[src/rtl/pbcal_pkg.sv]
package pbcal_pkg;

    localparam int LEN_WIDTH_DEF = 32;
    localparam int QUEUE_DEPTH   = 4;
    localparam int VARINT_MAX    = 10;

    typedef enum logic [2:0] {
        PH_TAG     = 3'd0,
        PH_LEN     = 3'd1,
        PH_DATA    = 3'd2,
        PH_SKIPVAR = 3'd3,
        PH_STOP    = 3'd4
    } t_phase;

    typedef enum logic [2:0] {
        FC_WIDTH   = 3'd0,
        FC_HEIGHT  = 3'd1,
        FC_MODEL   = 3'd2,
        FC_DISTORT = 3'd3,
        FC_INTRIN  = 3'd4,
        FC_EXTRIN  = 3'd5,
        FC_SKIP    = 3'd7
    } t_field;

    typedef enum logic [1:0] {
        KIND_SCALAR = 2'd0,
        KIND_START  = 2'd1,
        KIND_DATA   = 2'd2,
        KIND_END    = 2'd3
    } t_kind;

    typedef enum logic [1:0] {
        ST_OK    = 2'd0,
        ST_TRUNC = 2'd1,
        ST_LONG  = 2'd2,
        ST_WIRE  = 2'd3
    } t_status;

    typedef enum logic [2:0] {
        WT_VARINT = 3'd0,
        WT_FIX64  = 3'd1,
        WT_LEN    = 3'd2,
        WT_SGROUP = 3'd3,
        WT_EGROUP = 3'd4,
        WT_FIX32  = 3'd5,
        WT_BAD6   = 3'd6,
        WT_BAD7   = 3'd7
    } t_wire;

    typedef struct packed {
        logic [7:0] data_byte;
        logic       end_of_payload;
    } t_in;

    typedef struct packed {
        logic [1:0]  item_kind;
        logic [2:0]  field_code;
        logic [63:0] value;
        logic [1:0]  status;
        logic        run_last;
    } t_out;

endpackage

[src/rtl/pbcal_decoder.sv]
module pbcal_decoder #(
    parameter int LEN_WIDTH = pbcal_pkg::LEN_WIDTH_DEF
) (
    input  logic             i_clk,
    input  logic             i_rst_n,
    input  logic             i_fire,
    input  pbcal_pkg::t_in   i_byte,
    output logic [1:0]       o_num,
    output pbcal_pkg::t_out  o_res_a,
    output pbcal_pkg::t_out  o_res_b
);

    pbcal_pkg::t_phase     r_phase, n_phase;
    logic [63:0]           r_acc, n_acc;
    logic [3:0]            r_cnt, n_cnt;
    pbcal_pkg::t_field     r_field, n_field;
    logic [LEN_WIDTH-1:0]  r_left, n_left;
    logic [2:0]            r_eb, n_eb;
    logic [63:0]           r_ea, n_ea;
    pbcal_pkg::t_status    r_stop, n_stop;

    logic [6:0]            sh;
    logic [63:0]           vs_acc;
    logic [3:0]            vs_inc;
    logic                  vs_cont;
    logic                  vs_long;
    logic [7:0]            b;
    logic [LEN_WIDTH-1:0]  left_dec;
    logic [63:0]           ea_or;
    pbcal_pkg::t_status    err;
    pbcal_pkg::t_status    end_st;
    logic                  step_vld;
    pbcal_pkg::t_out       step_res;
    pbcal_pkg::t_out       end_res;
    pbcal_pkg::t_wire      wt;
    logic [60:0]           fn;

    assign b        = i_byte.data_byte;
    assign sh       = {r_cnt, 3'b000} - {3'b000, r_cnt};
    assign vs_acc   = r_acc | ({56'd0, 1'b0, b[6:0]} << sh[5:0]);
    assign vs_inc   = r_cnt + 4'd1;
    assign vs_cont  = b[7];
    assign vs_long  = vs_cont && (vs_inc >= 4'(pbcal_pkg::VARINT_MAX));
    assign left_dec = r_left - LEN_WIDTH'(1);
    assign wt       = pbcal_pkg::t_wire'(vs_acc[2:0]);
    assign fn       = vs_acc[63:3];

    always_ff @(posedge i_clk) begin
        if (!i_rst_n) begin
            r_phase <= pbcal_pkg::PH_TAG;
            r_acc   <= '0;
            r_cnt   <= '0;
            r_field <= pbcal_pkg::FC_WIDTH;
            r_left  <= '0;
            r_eb    <= '0;
            r_ea    <= '0;
            r_stop  <= pbcal_pkg::ST_OK;
        end else if (i_fire) begin
            r_phase <= n_phase;
            r_acc   <= n_acc;
            r_cnt   <= n_cnt;
            r_field <= n_field;
            r_left  <= n_left;
            r_eb    <= n_eb;
            r_ea    <= n_ea;
            r_stop  <= n_stop;
        end
    end

    always_comb begin
        n_phase  = r_phase;
        n_acc    = r_acc;
        n_cnt    = r_cnt;
        n_field  = r_field;
        n_left   = r_left;
        n_eb     = r_eb;
        n_ea     = r_ea;
        n_stop   = r_stop;
        err      = pbcal_pkg::ST_OK;
        step_vld = 1'b0;
        step_res = '0;
        ea_or    = '0;
        end_st   = pbcal_pkg::ST_OK;

        case (r_phase)
            pbcal_pkg::PH_TAG: begin
                if (vs_long) begin
                    err = pbcal_pkg::ST_LONG;
                end else if (!vs_cont) begin
                    n_acc   = '0;
                    n_cnt   = '0;
                    n_field = pbcal_pkg::FC_SKIP;
                    case (wt)
                        pbcal_pkg::WT_VARINT: begin
                            n_phase = pbcal_pkg::PH_SKIPVAR;
                        end
                        pbcal_pkg::WT_FIX64: begin
                            n_left  = LEN_WIDTH'(8);
                            n_eb    = '0;
                            n_ea    = '0;
                            n_phase = pbcal_pkg::PH_DATA;
                        end
                        pbcal_pkg::WT_LEN: begin
                            if (fn == 61'd4) n_field = pbcal_pkg::FC_MODEL;
                            else if (fn == 61'd5) n_field = pbcal_pkg::FC_DISTORT;
                            else if (fn == 61'd6) n_field = pbcal_pkg::FC_INTRIN;
                            else if (fn == 61'd10) n_field = pbcal_pkg::FC_EXTRIN;
                            n_phase = pbcal_pkg::PH_LEN;
                        end
                        pbcal_pkg::WT_FIX32: begin
                            if (fn == 61'd2) n_field = pbcal_pkg::FC_WIDTH;
                            else if (fn == 61'd3) n_field = pbcal_pkg::FC_HEIGHT;
                            n_left  = LEN_WIDTH'(4);
                            n_eb    = '0;
                            n_ea    = '0;
                            n_phase = pbcal_pkg::PH_DATA;
                        end
                        pbcal_pkg::WT_BAD6, pbcal_pkg::WT_BAD7: begin
                            err = pbcal_pkg::ST_WIRE;
                        end
                        default: begin
                            n_phase = pbcal_pkg::PH_TAG;
                        end
                    endcase
                end else begin
                    n_acc = vs_acc;
                    n_cnt = vs_inc;
                end
            end
            pbcal_pkg::PH_LEN: begin
                if (vs_long) begin
                    err = pbcal_pkg::ST_LONG;
                end else if (!vs_cont) begin
                    n_acc = '0;
                    n_cnt = '0;
                    if (|(vs_acc >> LEN_WIDTH)) begin
                        err = pbcal_pkg::ST_TRUNC;
                    end else begin
                        if (r_field != pbcal_pkg::FC_SKIP) begin
                            step_vld            = 1'b1;
                            step_res.item_kind  = pbcal_pkg::KIND_START;
                            step_res.field_code = r_field;
                        end
                        if (vs_acc == 64'd0) begin
                            n_phase = pbcal_pkg::PH_TAG;
                        end else begin
                            n_left  = vs_acc[LEN_WIDTH-1:0];
                            n_eb    = '0;
                            n_ea    = '0;
                            n_phase = pbcal_pkg::PH_DATA;
                        end
                    end
                end else begin
                    n_acc = vs_acc;
                    n_cnt = vs_inc;
                end
            end
            pbcal_pkg::PH_DATA: begin
                n_left = left_dec;
                if (r_field == pbcal_pkg::FC_WIDTH || r_field == pbcal_pkg::FC_HEIGHT) begin
                    ea_or = r_ea | ({56'd0, b} << {r_eb[1:0], 3'b000});
                    n_ea  = ea_or;
                    n_eb  = r_eb + 3'd1;
                    if (left_dec == '0) begin
                        step_vld            = 1'b1;
                        step_res.item_kind  = pbcal_pkg::KIND_SCALAR;
                        step_res.field_code = r_field;
                        step_res.value      = {32'd0, ea_or[31:0]};
                    end
                end else if (r_field == pbcal_pkg::FC_MODEL) begin
                    step_vld            = 1'b1;
                    step_res.item_kind  = pbcal_pkg::KIND_DATA;
                    step_res.field_code = pbcal_pkg::FC_MODEL;
                    step_res.value      = {56'd0, b};
                end else if (r_field != pbcal_pkg::FC_SKIP) begin
                    ea_or = r_ea | ({56'd0, b} << {r_eb, 3'b000});
                    if (r_eb == 3'd7) begin
                        step_vld            = 1'b1;
                        step_res.item_kind  = pbcal_pkg::KIND_DATA;
                        step_res.field_code = r_field;
                        step_res.value      = ea_or;
                        n_ea                = '0;
                        n_eb                = '0;
                    end else begin
                        n_ea = ea_or;
                        n_eb = r_eb + 3'd1;
                    end
                end
                if (left_dec == '0) begin
                    n_phase = pbcal_pkg::PH_TAG;
                end
            end
            pbcal_pkg::PH_SKIPVAR: begin
                if (vs_long) begin
                    err = pbcal_pkg::ST_LONG;
                end else if (!vs_cont) begin
                    n_acc   = '0;
                    n_cnt   = '0;
                    n_phase = pbcal_pkg::PH_TAG;
                end else begin
                    n_acc = vs_acc;
                    n_cnt = vs_inc;
                end
            end
            default: begin
                n_phase = r_phase;
            end
        endcase

        if (err != pbcal_pkg::ST_OK) begin
            n_stop  = err;
            n_phase = pbcal_pkg::PH_STOP;
        end

        if (n_phase == pbcal_pkg::PH_STOP) begin
            end_st = n_stop;
        end else if (n_phase == pbcal_pkg::PH_TAG && n_cnt == 4'd0) begin
            end_st = pbcal_pkg::ST_OK;
        end else begin
            end_st = pbcal_pkg::ST_TRUNC;
        end

        if (i_byte.end_of_payload) begin
            n_phase = pbcal_pkg::PH_TAG;
            n_acc   = '0;
            n_cnt   = '0;
            n_field = pbcal_pkg::FC_WIDTH;
            n_left  = '0;
            n_eb    = '0;
            n_ea    = '0;
            n_stop  = pbcal_pkg::ST_OK;
        end

        step_res.run_last = !i_byte.end_of_payload;
    end

    always_comb begin
        end_res           = '0;
        end_res.item_kind = pbcal_pkg::KIND_END;
        end_res.status    = end_st;
        end_res.run_last  = 1'b1;
        o_num             = {1'b0, step_vld} + {1'b0, i_byte.end_of_payload};
        o_res_a           = step_vld ? step_res : end_res;
        o_res_b           = end_res;
    end

endmodule

[src/rtl/pbcal_queue.sv]
module pbcal_queue #(
    parameter int DEPTH = pbcal_pkg::QUEUE_DEPTH
) (
    input  logic             i_clk,
    input  logic             i_rst_n,
    input  logic [1:0]       i_wr_num,
    input  pbcal_pkg::t_out  i_wr_a,
    input  pbcal_pkg::t_out  i_wr_b,
    output logic             o_room,
    output logic             o_valid,
    output pbcal_pkg::t_out  o_data,
    input  logic             i_stall
);

    localparam int AW = $clog2(DEPTH);

    pbcal_pkg::t_out  r_mem [DEPTH];
    logic [AW-1:0]    r_wr_ptr, n_wr_ptr;
    logic [AW-1:0]    r_rd_ptr, n_rd_ptr;
    logic [AW:0]      r_cnt, n_cnt;
    logic [AW-1:0]    wr_ptr_b;
    logic             pop;

    assign wr_ptr_b = r_wr_ptr + AW'(1);
    assign pop      = (r_cnt != '0) && !i_stall;
    assign o_valid  = (r_cnt != '0);
    assign o_data   = r_mem[r_rd_ptr];
    assign o_room   = (r_cnt <= (AW + 1)'(DEPTH - 2));

    always_comb begin
        n_wr_ptr = r_wr_ptr + AW'(i_wr_num);
        n_rd_ptr = pop ? r_rd_ptr + AW'(1) : r_rd_ptr;
        n_cnt    = r_cnt + (AW + 1)'(i_wr_num) - (AW + 1)'(pop);
    end

    always_ff @(posedge i_clk) begin
        if (!i_rst_n) begin
            r_wr_ptr <= '0;
            r_rd_ptr <= '0;
            r_cnt    <= '0;
        end else begin
            r_wr_ptr <= n_wr_ptr;
            r_rd_ptr <= n_rd_ptr;
            r_cnt    <= n_cnt;
        end
    end

    always_ff @(posedge i_clk) begin
        if (i_wr_num != 2'd0) begin
            r_mem[r_wr_ptr] <= i_wr_a;
        end
        if (i_wr_num == 2'd2) begin
            r_mem[wr_ptr_b] <= i_wr_b;
        end
    end

endmodule

[src/rtl/protobuf_calib_field_parser.sv]
// streaming decoder for a protobuf calibration payload, one byte per request
// input channel: i_in_valid / o_in_stall with i_in_data (byte, end flag);
// a request is taken at a clock edge with valid high and stall low
// output channel: o_out_valid / i_out_stall with o_out_data; each byte gives
// zero, one or two results (field start, scalar, string byte or packed
// element, and an end report on the final byte), run_last marks the last one
// a taken byte waits in the input register, and its results are offered from the queue once written
// throughput: one byte per cycle; the decode step is a single registered
// pass, results go into a four-entry queue and the input stalls while the
// queue cannot take two more results, so a receiver taking one result per
// cycle sees no stall for streams with at most one result per byte
// when the receiver stalls, the queue fills and o_in_stall rises once it holds
// more than two results; the head result holds steady until it is taken
// reset (i_rst_n low at a clock edge) empties the queue and input register
// and returns the decoder to waiting for a tag
module protobuf_calib_field_parser #(
    parameter int LEN_WIDTH = pbcal_pkg::LEN_WIDTH_DEF
) (
    input  logic             i_clk,
    input  logic             i_rst_n,
    input  logic             i_in_valid,
    output logic             o_in_stall,
    input  pbcal_pkg::t_in   i_in_data,
    output logic             o_out_valid,
    input  logic             i_out_stall,
    output pbcal_pkg::t_out  o_out_data
);

    logic             r_in_vld;
    pbcal_pkg::t_in   r_in;
    logic             room;
    logic             fire;
    logic [1:0]       dec_num;
    logic [1:0]       wr_num;
    pbcal_pkg::t_out  res_a;
    pbcal_pkg::t_out  res_b;

    assign fire       = r_in_vld && room;
    assign o_in_stall = r_in_vld && !room;
    assign wr_num     = fire ? dec_num : 2'd0;

    always_ff @(posedge i_clk) begin
        if (!i_rst_n) begin
            r_in_vld <= 1'b0;
        end else if (i_in_valid && !o_in_stall) begin
            r_in_vld <= 1'b1;
        end else if (fire) begin
            r_in_vld <= 1'b0;
        end
    end

    always_ff @(posedge i_clk) begin
        if (i_in_valid && !o_in_stall) begin
            r_in <= i_in_data;
        end
    end

    pbcal_decoder #(
        .LEN_WIDTH(LEN_WIDTH)
    ) u_decoder (
        .i_clk   (i_clk),
        .i_rst_n (i_rst_n),
        .i_fire  (fire),
        .i_byte  (r_in),
        .o_num   (dec_num),
        .o_res_a (res_a),
        .o_res_b (res_b)
    );

    pbcal_queue #(
        .DEPTH(pbcal_pkg::QUEUE_DEPTH)
    ) u_queue (
        .i_clk    (i_clk),
        .i_rst_n  (i_rst_n),
        .i_wr_num (wr_num),
        .i_wr_a   (res_a),
        .i_wr_b   (res_b),
        .o_room   (room),
        .o_valid  (o_out_valid),
        .o_data   (o_out_data),
        .i_stall  (i_out_stall)
    );

endmodule
[config.mk]
export PLATFORM = sky130hd
export DESIGN_NAME = protobuf_calib_field_parser
export DESIGN_NICKNAME = d
export VERILOG_FILES = /design/src/rtl/pbcal_pkg.sv /design/src/rtl/pbcal_decoder.sv /design/src/rtl/pbcal_queue.sv /design/src/rtl/protobuf_calib_field_parser.sv
export SDC_FILE = /design/constraint.sdc
export NUM_CORES = 1
export LEC_CHECK = 0
export ABC_AREA = 1
export ABC_CLOCK_PERIOD_IN_PS = 6850
export BUFFER_PORTS_ARGS = -buffer_cell sky130_fd_sc_hd__buf_2
export CAP_MARGIN = 40
export CORE_MARGIN = 4
export CORE_UTILIZATION = 30
export DETAILED_ROUTE_END_ITERATION = 10
export MAX_ROUTING_LAYER = met4
export PLACE_DENSITY = 0.5
export SETUP_SLACK_MARGIN = 0.15
export SLEW_MARGIN = 0
export SYNTH_ARGS = -nofsm -noshare
export SYNTH_HDL_FRONTEND = slang
export SYNTH_SLANG_ARGS = --single-unit
[constraint.sdc]
create_clock -name i_clk -period 6.85 [get_ports i_clk]
set_input_delay 0.685 -clock i_clk [delete_from_list [all_inputs] [get_ports i_clk]]
set_output_delay 0.685 -clock i_clk [all_outputs]
set_load 0.005 [all_outputs]
==> results by group <==
Outcome
  • Outcome: completed

Floorplanning
  • DIE WIDTH: 287 um
  • Die Footprint: 82700 um^2
  • Core Region: 77500 um^2
  • Core Rows: 102
  • Die Y: 287 um
  • Initial core utilization: 30.3%
  • Num ports: 87

Clock network
  • Post-CTS setup buffer count: 0
  • CTS Buf Count: 56
  • CTS sink count: 482
  • H-tree depth: 2
  • Max Buffers Root-to-Sink: 3
  • Clock Tree Root: clkbuf_16
  • Worst-Skew Late Latency: 0.64 ns
  • Clock transition at the registers of the reported paths: 0.06 ns
  • CTS tree: built

STA
  • Final Hold Fails: 0
  • Slew Viols, Final: 0
  • Slew margin rel.: 42.3%
  • Hold Slack: 0.236 ns
  • Final worst slack: 0.836 ns
  • Worst clock skew: 0.0591 ns
  • Slew of the pin with the lowest slew margin: 0.866 ns
  • Max Clk Rate: 0.166 GHz
  • Final critical-path required period: 6.01 ns
  • Setup violations, final: 0
  • Unrepaired setup endpoints after global routing: false
  • Setup TNS: 0 ns
  • Final period util: 87.8%

Synth
  • Ys flop type: dfxtp_1
  • Seq/Total Area, Yosys: 41.9%
  • Yosys reg bits: 482
  • YS warnings: 0
  • Syn Area/Cell: 6.86 um^2
  • Synth area leader: dfxtp_1
  • Synth top cells by count: 698 x nand2_1, 526 x nor2_1, 493 x o21ai_0
  • Cells after Synth: 3416
  • Count leader, synth: nand2_1
  • Post-synth EDFFs: 17
  • Post-Syn Nets: 3443
  • Fraction of registers with async set/reset: 0%
  • Largest cells by area after synthesis: dfxtp_1 40%, nand2_1 11%, o21ai_0 11%, nor2_1 8.4%, inv_1 4.1%
  • Cell area after synthesis: 23400 um^2
  • Top cell type's share of synthesized area: 39.7%
  • Distinct cells, synth: 51

Min path
  • Hold path endpoint: r_in[5]
  • Hold Startpoint: i_in_data[5]
  • Worst Hold Class: in2reg
  • Hold Path Depth: 1

Cells and area
  • Share of layout cells above drive strength 1: 8.68%
  • Final core utilization: 34.4%
  • Final cell count without fillers: 4475
  • Final Net Count: 3414
  • Synth-to-layout area growth: 13.7%

GRT
  • Initial antenna violation count: 1
  • First-pass GRT wire length: 125 mm
  • Total congestion overflow: 0
  • Largest net degree at the start of global routing: 79
  • GRT Overall Usage: 19.3%
  • Vias in the first global route: 21100

Critical path
  • Crit-path max FO: 60
  • CP startpoint kind: flop
  • R2R cell count: 31
  • CP max-delay cell: buf_4
  • Reg-to-reg slack, setup: 0.84 ns
  • Critical Path RT: 7.37 ns
  • Critical R2R Capture: u_queue.r_mem[0][9]
  • Crit end category: flop
  • Critical path class: reg2reg
  • Reg-to-reg startpoint: u_decoder.r_cnt[0]
  • Largest stage delay, worst path: 0.65 ns
  • Arr. time, crit path: 6.54 ns

Routing
  • Initial DRC count: 1909
  • Post-Route WL: 78.9 mm
  • Antenna viol nets, final: 0
  • Detailed Routing Iterations Pass 1: 6
  • Detailed-route DRC error count: 0
  • Wire per inst: 17.6 um
  • Vias: 22400
  • Vias per cell: 5.00

Flow run
  • Max Cap Violations: 0

Placed design
  • Placed cells: 4369
  • Setup WS pre-CTS: 0.929 ns
  • GP Congestion: 0.868
  • Post-DP HPWL: 51.4 mm
  • # port buffers: 86

Pwr
  • Pleak: 10.9 nW
  • Pwr per Cell Area: 324 nW/um^2
  • Worst vdd ir: 0.000194 V
[final cells by class]
class                      instances  area (um^2)
inverter                         272         1030
timing repair buffer             130          885
sequential                       482         9820
fill                            8449        50800
tap                             1040         1300
clock buffer                      75         1590
clock inverter                    30          365
multi-input combinational       2445        11600
antenna                            1         2.50
[metrics by stage]
step | instance area [um^2] | total power (W)
floorplan | 23400 | 0.00476
global placement | 24500 | 0.00553
detailed placement | 24700 | 0.00555
CTS | 26600 | 0.00873
global route | 26600 | 0.00916
finish | 26600 | 0.00863
[report_power, final]
part	internal [W]	total, W	switching [W]	leakage (nW)
Clock	0.00187	0.00314	0.00127	0.966
Combinational	0.000748	0.00243	0.00168	5.99
Sequential	0.00296	0.00306	0.000106	3.93
[critical path: cells and delay by family (launching register included)]
| kind | cells | cell delay [ns] |
|---|---|---|
| and+or+nand+nor | 17 | 2.55 |
| buffers and inverters | 9 | 1.76 |
| DFF | 1 | 0.58 |
| adders and majority gates | 2 | 0.56 |
| AOI/OAI and AO/OA | 3 | 0.39 |
[cells by family (layout without fill, tap and decap cells)]
| logic type | Yosys count | after routing | share of synthesized area, % |
|---|---|---|---|
| DFF | 482 | 482 | 41.9 |
| other | 0 | 1 | 0 |
| buffers and inverters | 489 | 507 | 8.48 |
| and+or+nand+nor | 1507 | 1507 | 26.6 |
| xor gates and xnor gates | 29 | 29 | 1.08 |
| AOI/OAI and AO/OA | 895 | 895 | 21.2 |
| adders and majority gates | 14 | 14 | 0.780 |
[timing repair]
item,4_1_cts,5_1_grt
setup endpoints to repair,0,3
hold buffers,0,0
resized for setup,0,1
[cell usage in the layout, fill, tap and decap left out, types with 16 or more instances in the layout]
master / synthesis / layout
buf_4: 5 / 36
a21oi_1: 143 / 143
a22o_1: 36 / 36
clkinv_2: 0 / 16
o21ai_1: 41 / 41
clkbuf_16: 0 / 57
nor3_1: 39 / 39
nand3_1: 148 / 148
a22oi_1: 59 / 59
nand4_1: 44 / 44
o22ai_1: 83 / 83
inv_2: 9 / 16
dfxtp_1: 465 / 463
edfxtp_1: 17 / 17
a31oi_1: 16 / 16
buf_2: 19 / 86
o21ai_0: 493 / 493
or2_2: 17 / 17
xor2_1: 24 / 24
nand2_1: 698 / 696
nor2_1: 526 / 525
inv_1: 258 / 251
[sequential cells by signal, summed over array words and instances, names as in the netlist, 3 cells and up, named ones only]
register and count:
u_queue.r_cnt 3, u_decoder.r_cnt 4, u_decoder.r_phase 3, u_decoder.r_left 32
r_in 9, u_decoder.r_ea 64, u_decoder.r_eb 3, u_queue.r_mem 288
u_decoder.r_acc 64, u_decoder.r_field 3
[worst max-delay path by stage]
| stage | cells after the start | from | end | slack, ns |
|---|---|---|---|---|
| detailed placement | 30 | u_decoder.r_cnt[0] | u_queue.r_mem[2][68] | 0.93 |
| finish | 31 | u_decoder.r_cnt[0] | u_queue.r_mem[0][9] | 0.84 |
| global route | 31 | u_decoder.r_cnt[0] | u_queue.r_mem[0][20] | 0.16 |
| CTS | 30 | u_decoder.r_cnt[0] | u_queue.r_mem[2][68] | 0.91 |
| global placement | 28 | u_decoder.r_cnt[0] | u_queue.r_mem[1][59] | 0.91 |
| floorplan | 31 | u_decoder.r_cnt[0] | u_queue.r_mem[3][31] | 2.04 |
[per-layer routing]
layer	GRT usage, %	vias to the layer above	share of wire (%)
met4	4.21	0	2.1
li1	-	11300	-
met1	24.8	10500	45
met5	-	-	0
met2	32.6	469	48
met3	2.22	113	4.4
Note: power is estimated with default switching activity, not from simulation.
